`config.mk`:
```
export PLATFORM = sky130hd
export DESIGN_NAME = ptd_delay
export DESIGN_NICKNAME = d
export VERILOG_FILES = /design/src/rtl/point_triangle_distance_defines.svh /design/src/rtl/ptd_delay.sv
export SDC_FILE = /design/constraint.sdc
export NUM_CORES = 1
export LEC_CHECK = 0
export ABC_AREA = 1
export BUFFER_PORTS_ARGS = -buffer_cell sky130_fd_sc_hd__clkbuf_2
export CAP_MARGIN = 15
export CORE_AREA = 3 3 40 42
export CTS_BUF_LIST = sky130_fd_sc_hd__clkbuf_16
export CTS_CLUSTER_DIAMETER = 200
export DETAILED_ROUTE_END_ITERATION = 10
export DIE_AREA = 0 0 43 45
export GPL_TIMING_DRIVEN = 0
export PLACE_DENSITY = 0.64
export SETUP_SLACK_MARGIN = 0.4
export SLEW_MARGIN = 20
export SYNTH_ARGS = -nofsm -noshare
export SYNTH_HDL_FRONTEND = slang
export SYNTH_SLANG_ARGS = --single-unit
```
`constraint.sdc`:
```
create_clock -name clk -period 0.93 [get_ports clk]
set_input_delay 0.186 -clock clk [delete_from_list [all_inputs] [get_ports clk]]
set_output_delay 0.186 -clock clk [all_outputs]
set_load 0.05 [all_outputs]
```
`src/rtl/point_triangle_distance_defines.svh`:
```
// ----------------------------------------------------------------------------
// point_triangle_distance_defines
// Assertion macros shared by the point to triangle distance block.
// ----------------------------------------------------------------------------
`ifndef POINT_TRIANGLE_DISTANCE_DEFINES_SVH
`define POINT_TRIANGLE_DISTANCE_DEFINES_SVH

// same-cycle implication, disabled while in reset
`define PTD_ASSERT_IMP(label, ante, cons, msg) \
	label: assert property (@(posedge clk) disable iff (!arst_n) (ante) |-> (cons)) \
		else $error(msg);

// implication after a fixed number of cycles
`define PTD_ASSERT_LAT(label, ante, n, cons, msg) \
	label: assert property (@(posedge clk) disable iff (!arst_n) (ante) |-> ## n (cons)) \
		else $error(msg);

`endif

```
`src/rtl/ptd_delay.sv`:
```
// ----------------------------------------------------------------------------
// ptd_delay
// Fixed-length register line that keeps side data aligned with the datapath.
// ----------------------------------------------------------------------------
`timescale 1ns / 1ps

module ptd_delay #(
	parameter int WIDTH = 8,
	parameter int DEPTH = 2
) (
	input  logic             clk,
	input  logic [WIDTH-1:0] din,
	output logic [WIDTH-1:0] dout
);

	logic [WIDTH-1:0] line_q [DEPTH];

	always_ff @(posedge clk) begin
		line_q[0] <= din;
		for (int k = 1; k < DEPTH; k++) begin
			line_q[k] <= line_q[k-1];
		end
	end

	assign dout = line_q[DEPTH-1];

endmodule

```
==> results.txt <==
----------------------------------------------------
[Layout]
  Register with the highest flop count ... line_q
  ANT cells ... 0
  Post-route cell area ... 758 um2
  Fill cell total of the finished layout ... 95
  Fraction of layout instances using a drive strength above 1 ... 0.795
  Biggest regs ... line_q x16
  Count of nets after finishing ... 54
  Multi-input combinational gate total ... 0
  Total area of multi-input combinational cells ... 0 um2
  Area added between synthesis and finish ... 99.3%
  Sequential Area ... 330 um2
  Largest register FFs ... 16
  Layout Utilization ... 0.590

[Floorplanning]
  Area of the core ... 1280 um2
  Width of the die ... 43 um
  Row Count ... 13
  I/O pin total ... 17
  Starting utilization of the core area ... 0.296
  Total die area ... 1940 um2
  Die height ... 45 um

[Synthesis]
  FF+latch count, synth ... 16
  Largest cells by area after synthesis ... dfxtp_1, buf_4
  Distinct cell type count after synthesis ... 2
  Number of synthesized flops with an enable pin ... 0
  Synth top area share ... 0.842
  Post-synth top flop ... dfxtp_1
  Fraction of registers with async set/reset ... 0
  Synthesized net count ... 33
  Top post-synthesis cells by count ... dfxtp_1, buf_4
  Most repeated cell in the gate-level netlist after synthesis ... dfxtp_1
  Post-Syn Instances ... 24
  Cell accounting for the most synthesized area ... dfxtp_1
  Warning count from the yosys run ... 0
  Sequential area share after synthesis ... 0.842
  Synthesized area ... 380 um2
  Mapped Avg Cell Area ... 15.8 um2

[Worst setup path]
  FF-to-FF path depth ... 0
  Largest fanout of any net on the critical path ... 1
  Classification of the worst setup path ... flip-flop to primary output
  Launch point of the worst reg-to-reg path ... line_q[0][4]
  CP endpoint kind ... primary output
  Reg2Reg Capture Point ... line_q[0][12]
  Critical path startpoint category ... flip-flop
  WP data arrival ... 820 ps
  Setup slack, reg-to-reg ... 530 ps
  Worst Path Required ... 740 ps

[Clocking]
  Clock root cell ... clkbuf_16
  CTS tree ... yes
  TritonCTS Buffers ... 3
  Level count of the clock H-tree ... 1
  Worst skew pair latency ... 240 ps
  Maximum buffer depth of the clock tree ... 2
  Total number of clock tree sinks ... 16
  Register clock-pin slew on the reported worst setup and hold paths ... 50 ps

[Timing]
  Final Critical Period ... 1000 ps
  Worst relative slew slack ... 0.952
  Setup repair after global routing missed its margin ... true
  Final worst path period share ... 1.08
  Final Hold Vio Count ... 0
  Number of failing setup endpoints in the final timing report ... 8
  Final TNS setup ... -547 ps
  Worst Max-Slew Pin Slew ... 72.2 ps
  Final Slew Violations ... 0
  Setup clock skew after layout ... 3.58 ps
  Highest clock rate ... 0.996 GHz
  Final WS setup ... -74.2 ps

[Power and ir drop]
  Power density over cell area ... 2300 nW/um2
  Largest vdd supply drop ... 0.00151 V
  Leakage power of the design ... 0.354 nW

[Global routing]
  Via count of the first global-routing pass ... 223
  Final global-route overflow total ... 0
  Antenna violations before repair ... 0
  Largest net degree at the start of global routing ... 10
  All-layer global routing usage ... 0.0789
  Global-route wire length before repair ... 1.02 mm

[Place]
  Routability Congestion ... 0.521
  Total of buffers placed on input and output ports ... 16
  Post-place instance area ... 519 um2
  Setup slack at placement ... 102 ps

[Routing]
  Max Used Layer ... met3
  Metal2 WL ... 304 um
  Mean routed wirelength per cell ... 10.5 um
  Iteration-0 DRC count of the detailed router ... 2
  Post-detailed-route count of antenna-violating nets ... 0
  Residual DRC ... 0
  Vias after detailed routing ... 204
  M1 wire length ... 277 um
  Final WL ... 619 um
  1st-pass router iterations ... 4
  Met3 wire len ... 37 um
  Detailed-route vias per instance ... 3.46

[Flow run]
  Max-cap violations ... 0

[Worst hold path]
  Worst hold-check path type ... input port to flip-flop
  Origin of the worst min-delay path ... din[5]
  Endpoint of the worst hold-timing path ... line_q[0][5]
  Min-Delay Path Depth ... 1

[Status]
  Violations in the final reports ... setup timing
  Run status ... complete, but fails checks

----------------------------------------------------
-- worst max-delay path, stage by stage (launching register included) --
cell	delay (ps)
dfxtp_2	310
buf_6	110
clkbuf_16	160
-- routing by layer --
layer | vias to the layer above | GRT usage
met5 | - | 0
met2 | 9 | 0.111
met4 | 0 | 0.0723
met1 | 92 | 0.0887
met3 | 0 | 0.0359
li1 | 103 | -
-- how the worst max path moves through the flow --
stage                        startpoint  endpoint  slack [ps]  cells past startpoint
after CTS                  line_q[0][9]   dout[1]         -70                      2
final                      line_q[0][8]   dout[0]         -70                      2
after global routing      line_q[0][13]   dout[5]         -90                      2
after global placement     line_q[0][8]   dout[0]         110                      2
after floorplan            line_q[0][8]   dout[0]         300                      1
after detailed placement   line_q[0][9]   dout[1]         100                      2
-- cells in the final DEF, fill, tap and decap left out --
master     count
clkbuf_16     11
buf_6          8
clkbuf_2       8
dfxtp_1        8
dfxtp_2        8
clkinv_1       1
-- power breakdown --
group | internal (mW) | total, mW | switching (mW)
Sequential | 0.729 | 0.741 | 0.0121
Clock | 0.567 | 0.798 | 0.231
Combinational | 0.120 | 0.209 | 0.0884
-- kinds of logic (layout without fill, tap and decap cells) --
kind of cell | count (synthesis) | in the layout | share of synthesized area
buffers and inverters | 8 | 28 | 0.158
flip-flops | 16 | 16 | 0.842
-- layout make-up --
| type | instances | area share |
|---|---|---|
| Buffer | 8 | 0.119 |
| Clock buffer | 3 | 0.0990 |
| Tap cell | 15 | 0.0248 |
| Clock inverter | 1 | 0.00495 |
| Timing Repair Buffer | 16 | 0.317 |
| Sequential cell | 16 | 0.436 |
-- stage by stage --
| stage | total power, mW | std cells | hold WS (ps) |
|---|---|---|---|
| 2_1_floorplan | 0.854 | 24 | 214 |
| 5_1_grt | 1.82 | 59 | 37.8 |
| 3_3_place_gp | 0.883 | 55 | 289 |
| 3_5_place_dp | 0.886 | 55 | 290 |
| 4_1_cts | 1.76 | 59 | 43.8 |
| 6_report | 1.75 | 59 | 44.1 |
-- what timing repair did --
action | in CTS | in global routing
endpoints found under the hold margin | 0 | 0
gates resized for setup | 24 | 0
setup endpoints to repair | 8 | 8
buffers inserted | 0 | 0
hold buffers | 0 | 0
(Power assumes the default switching activity.)
