`src/rtl/point_triangle_distance_defines.svh`:
```
// ----------------------------------------------------------------------------
// point_triangle_distance_defines
// Assertion macros shared by the point to triangle distance block.
// ----------------------------------------------------------------------------
`ifndef POINT_TRIANGLE_DISTANCE_DEFINES_SVH
`define POINT_TRIANGLE_DISTANCE_DEFINES_SVH

// same-cycle implication, disabled while in reset
`define PTD_ASSERT_IMP(label, ante, cons, msg) \
	label: assert property (@(posedge clk) disable iff (!arst_n) (ante) |-> (cons)) \
		else $error(msg);

// implication after a fixed number of cycles
`define PTD_ASSERT_LAT(label, ante, n, cons, msg) \
	label: assert property (@(posedge clk) disable iff (!arst_n) (ante) |-> ## n (cons)) \
		else $error(msg);

`endif

```
`src/rtl/ptd_sqrt.sv`:
```
// ----------------------------------------------------------------------------
// ptd_sqrt
// Pipelined floor square root of a 64 bit value, one root bit per stage.
// ----------------------------------------------------------------------------
`timescale 1ns / 1ps

module ptd_sqrt (
	input  logic        clk,
	input  logic [63:0] radicand,
	output logic [31:0] root
);

	localparam int STEPS = 32;

	logic [32:0] rem_s  [STEPS+1];
	logic [31:0] root_s [STEPS+1];
	logic [63:0] xs_s   [STEPS+1];

	assign rem_s[0]  = '0;
	assign root_s[0] = '0;
	assign xs_s[0]   = radicand;

	// bring down two bits, try root*4+1
	for (genvar k = 0; k < STEPS; k++) begin : g_step
		logic [34:0] r2;
		logic [34:0] trial;
		logic        ge;
		assign r2    = {rem_s[k], xs_s[k][63:62]};
		assign trial = {1'b0, root_s[k], 2'b01};
		assign ge    = (r2 >= trial);
		always_ff @(posedge clk) begin
			rem_s[k+1]  <= ge ? 33'(r2 - trial) : r2[32:0];
			root_s[k+1] <= {root_s[k][30:0], ge};
			xs_s[k+1]   <= {xs_s[k][61:0], 2'b00};
		end
	end

	assign root = root_s[STEPS];

endmodule

```
`config.mk`:
```
export PLATFORM = sky130hd
export DESIGN_NAME = ptd_sqrt
export DESIGN_NICKNAME = d
export VERILOG_FILES = /design/src/rtl/point_triangle_distance_defines.svh /design/src/rtl/ptd_sqrt.sv
export SDC_FILE = /design/constraint.sdc
export NUM_CORES = 2
export LEC_CHECK = 0
export ABC_AREA = 0
export ABC_CLOCK_PERIOD_IN_PS = 4500
export CAP_MARGIN = 20
export CORE_MARGIN = 1.5
export CORE_UTILIZATION = 45
export DETAILED_ROUTE_END_ITERATION = 8
export DONT_BUFFER_PORTS = 1
export MAX_ROUTING_LAYER = met4
export PLACE_DENSITY = 0.57
export SLEW_MARGIN = 30
export SYNTH_ARGS = -nofsm -noshare
export SYNTH_HDL_FRONTEND = slang
export SYNTH_SLANG_ARGS = --single-unit
```
`constraint.sdc`:
```
create_clock -name clk -period 4.5 [get_ports clk]
set_clock_uncertainty 0.15 [all_clocks]
set_input_delay 0.675 -clock clk [delete_from_list [all_inputs] [get_ports clk]]
set_output_delay 0.675 -clock clk [all_outputs]
set_load 0.01 [all_outputs]
```
==> results.cfg <==
[sta]
final.setup.tns_ps = 0
min_period_ps = 4020
fmax_ghz = 0.249
hold_violations = 0
holdWs_ps = 130
finalMaxSlewViolations = 0
setup_viol = 0
period_share = 0.894
rsz0062_at_grt = false
relSlewSlack = 0.438
worst-slew-pin-transition_ps = 834

[cts]
cts_buffers = 275
clk_path_buf_depth = 4
path_clk_slew_ps = 60
clock_latency_ps = 910
cts_root_buffer = clkbuf_16
tritoncts = done
cts_resized = 0
htreeDepth = 5
cts_num_sinks = 2495
post_cts.repair.setup_buffers = 0

[layout]
drive_gt1_frac = 0.0707
syn_to_final_growth_pct = 13.9
nNetsFinal = 9694

[die]
die_area_mm2 = 0.204
coreArea_mm2 = 0.200
dieWidth_um = 452
fp.dieH_um = 452
fp-row-count = 164
io_pins = 97
initial_core_util = 0.453

[synthesis]
synth_edf_count = 0
synthesis.instances = 8835
syn_area_mm2 = 0.0907
yosys_warnings = 0
avgSynthCellArea_um2 = 10.3
synth_most_common_cell = dfxtp_1
yosys-top-cells-area = dfxtp_1 55%, ha_1 7.7%, xnor2_1 4.0%
ys_types = 99
seq_area_frac_synth = 0.551
synth-seq-cells = 2495
synthArstFlopShare = 0
dominantRegCellSynth = dfxtp_1
synth_common_cells = 2495 x dfxtp_1, 681 x inv_1, 574 x nand2_1
synthDominantCellAreaShare = 0.551
synth_top_area_cell = dfxtp_1
synth_nets = 9461

[setup_path]
r2r_slack_ps = 480
critPathCapture = g_step[23].r2[28]
cp-end-kind = register
crit_path_max_fanout = 25
worstSetupPathType = register to register
crit_chain = inv_1, ha_1, a21oi_1, a211oi_1, o41ai_1, a21oi_1, a311oi_1, nor2_1, a31oi_4, buf_4, a211o_1, nor3_1, xor2_1
worstPathRequired_ps = 5100
timing.critical_path.slowest_stage_cell = o41ai_1
path_common_cell = a21oi_1
cp-startpoint = g_step[22].trial[3]
cp.arrival_ps = 4620
timing.rr.end = g_step[23].r2[28]
crit_path_max_incr_delay_ps = 630
rr_worst_depth = 13
r2r_start = g_step[22].trial[3]
start_kind = register

[grt]
met1_usage = 0.236
grt.busiest_layer = met2
grtUsageTotal = 0.198
met2_usage = 0.341
grt_pass1_wl_um = 317000
grt_use_met3 = 0.0269
grt_max_degree = 50
grt-ovfl-total = 0
antenna_found_initial = 3
first_global_vias = 59700

[detailed_routing]
num_vias = 60500
drt_iter0_markers = 3187
routed_wl_um = 198000
viasPerCell = 5.08
firstDrtPassIters = 5
post_drt_wl_per_cell_um = 16.6
antenna_left = 0
drc_errors = 0

[run]
maxCapViolations = 0

[placement]
dpl.hpwl_um = 150000
io_buffers = 0
place.gp.congestion = 0.884

[hold_path]
min_path_type = register to register

[outcome]
status = finished, final reports clean

[pwr]
ir_drop_v = 0.000391
powerDensity_mw_per_mm2 = 579
total_power_w = 0.0599
p_leak_nw = 48.4
==> cell usage in the layout, fill, tap and decap left out, types with 43 or more instances in the layout <==
master / synthesis / layout
dfxtp_1: 2495 / 2495
inv_1: 681 / 681
nand2_1: 574 / 574
ha_1: 561 / 561
a21oi_1: 546 / 546
nor2_1: 539 / 538
o21ai_0: 440 / 440
xnor2_1: 412 / 412
xor2_1: 393 / 393
clkbuf_16: 0 / 282
a21o_1: 244 / 244
nor3_1: 219 / 218
nand3_1: 156 / 156
nand2b_1: 118 / 118
mux2_2: 114 / 114
nor4_1: 105 / 105
o21a_1: 100 / 100
or3_1: 100 / 100
nor2b_1: 89 / 89
nand4_1: 87 / 87
dlygate4sd3_1: 0 / 65
o21bai_1: 53 / 53
a31oi_1: 51 / 50
and2_1: 49 / 49
clkbuf_1: 129 / 49
clkinv_2: 0 / 49
or4_1: 48 / 48
o31ai_1: 48 / 46
clkbuf_8: 0 / 44
buf_4: 1 / 43
==> state kept, by name (all words and copies together), names as in the netlist <==
| signal | cells |
|---|---|
| g_step.r2 | 1037 |
| xs_s | 930 |
| g_step.trial | 496 |
| root | 32 |
==> power by group <==
part	leakage [nW]	switching, W	internal, W
registers	20.9	0.00288	0.0258
clock network	4.31	0.00850	0.0131
logic	23.2	0.00526	0.00439
==> kinds of logic after synthesis <==
| family | count (synthesis) | synth area share |
|---|---|---|
| other | 1 | 0.0000413 |
| AND/OR/NAND/NOR | 2256 | 0.123 |
| adder cells (fa/ha/maj) | 561 | 0.0774 |
| buffers and inverters | 841 | 0.0353 |
| XOR/XNOR | 805 | 0.0777 |
| AO/OA/AOI/OAI | 1746 | 0.120 |
| multiplexers | 130 | 0.0159 |
| flip-flops | 2495 | 0.551 |
==> layout make-up <==
class | count | area, µm²
Antenna cell | 3 | 7.51
Clock buffer | 375 | 7850
Clock inverter | 87 | 908
Fill cell | 18100 | 96700
Inverter | 685 | 2570
Multi-Input combinational cell | 5499 | 37700
Sequential cell | 2495 | 49900
Tap cell | 2656 | 3320
Timing Repair Buffer | 112 | 1040
==> layer usage <==
| layer | part of all wire | up-vias |
|---|---|---|
| li1 | - | 30700 |
| met1 | 0.44 | 28300 |
| met2 | 0.49 | 1142 |
| met3 | 0.037 | 402 |
| met4 | 0.031 | 0 |
| met5 | 0 | - |
==> repair_timing <==
item,in CTS,in global routing
endpoints found under the setup margin,0,0
hold endpoints to repair,65,0
hold buffers,65,0
==> critical path, delay by kind of cell (launching register included) <==
kind	cells	cell delay, ps
adder cells (fa/ha/maj)	1	350
AO/OA/AOI/OAI	7	2260
buffers and inverters	2	350
flip-flops	1	330
AND/OR/NAND/NOR	2	270
XOR/XNOR	1	150
==> worst min-delay path by stage <==
| stage | start | end | slack [ps] | cells after the start |
|---|---|---|---|---|
| 3_3_place_gp | xs_s[1183] | xs_s[1121] | 160 | 0 |
| 6_report | xs_s[1930] | xs_s[1868] | 130 | 0 |
| 3_5_place_dp | xs_s[1778] | xs_s[1716] | 160 | 0 |
| 2_1_floorplan | xs_s[1532] | g_step[10].r2[0] | 160 | 0 |
| 4_1_cts | radicand[33] | xs_s[2019] | 80 | 1 |
| 5_1_grt | radicand[34] | xs_s[2020] | 100 | 1 |
==> per-stage QoR <==
| stage | setup WS, ps | utilization | cell area, µm² | std cells |
|---|---|---|---|---|
| final | 478 | 0.517 | 103000 | 11900 |
| after global routing | 170 | 0.516 | 103000 | 11900 |
| after floorplan | 1240 | - | 90700 | 8835 |
| after CTS | 502 | 0.516 | 103000 | 11900 |
| after global placement | 293 | 0.469 | 93900 | 11400 |
| after detailed placement | 526 | 0.469 | 93900 | 11400 |
No activity file was read; power rests on OpenSTA's default activity.
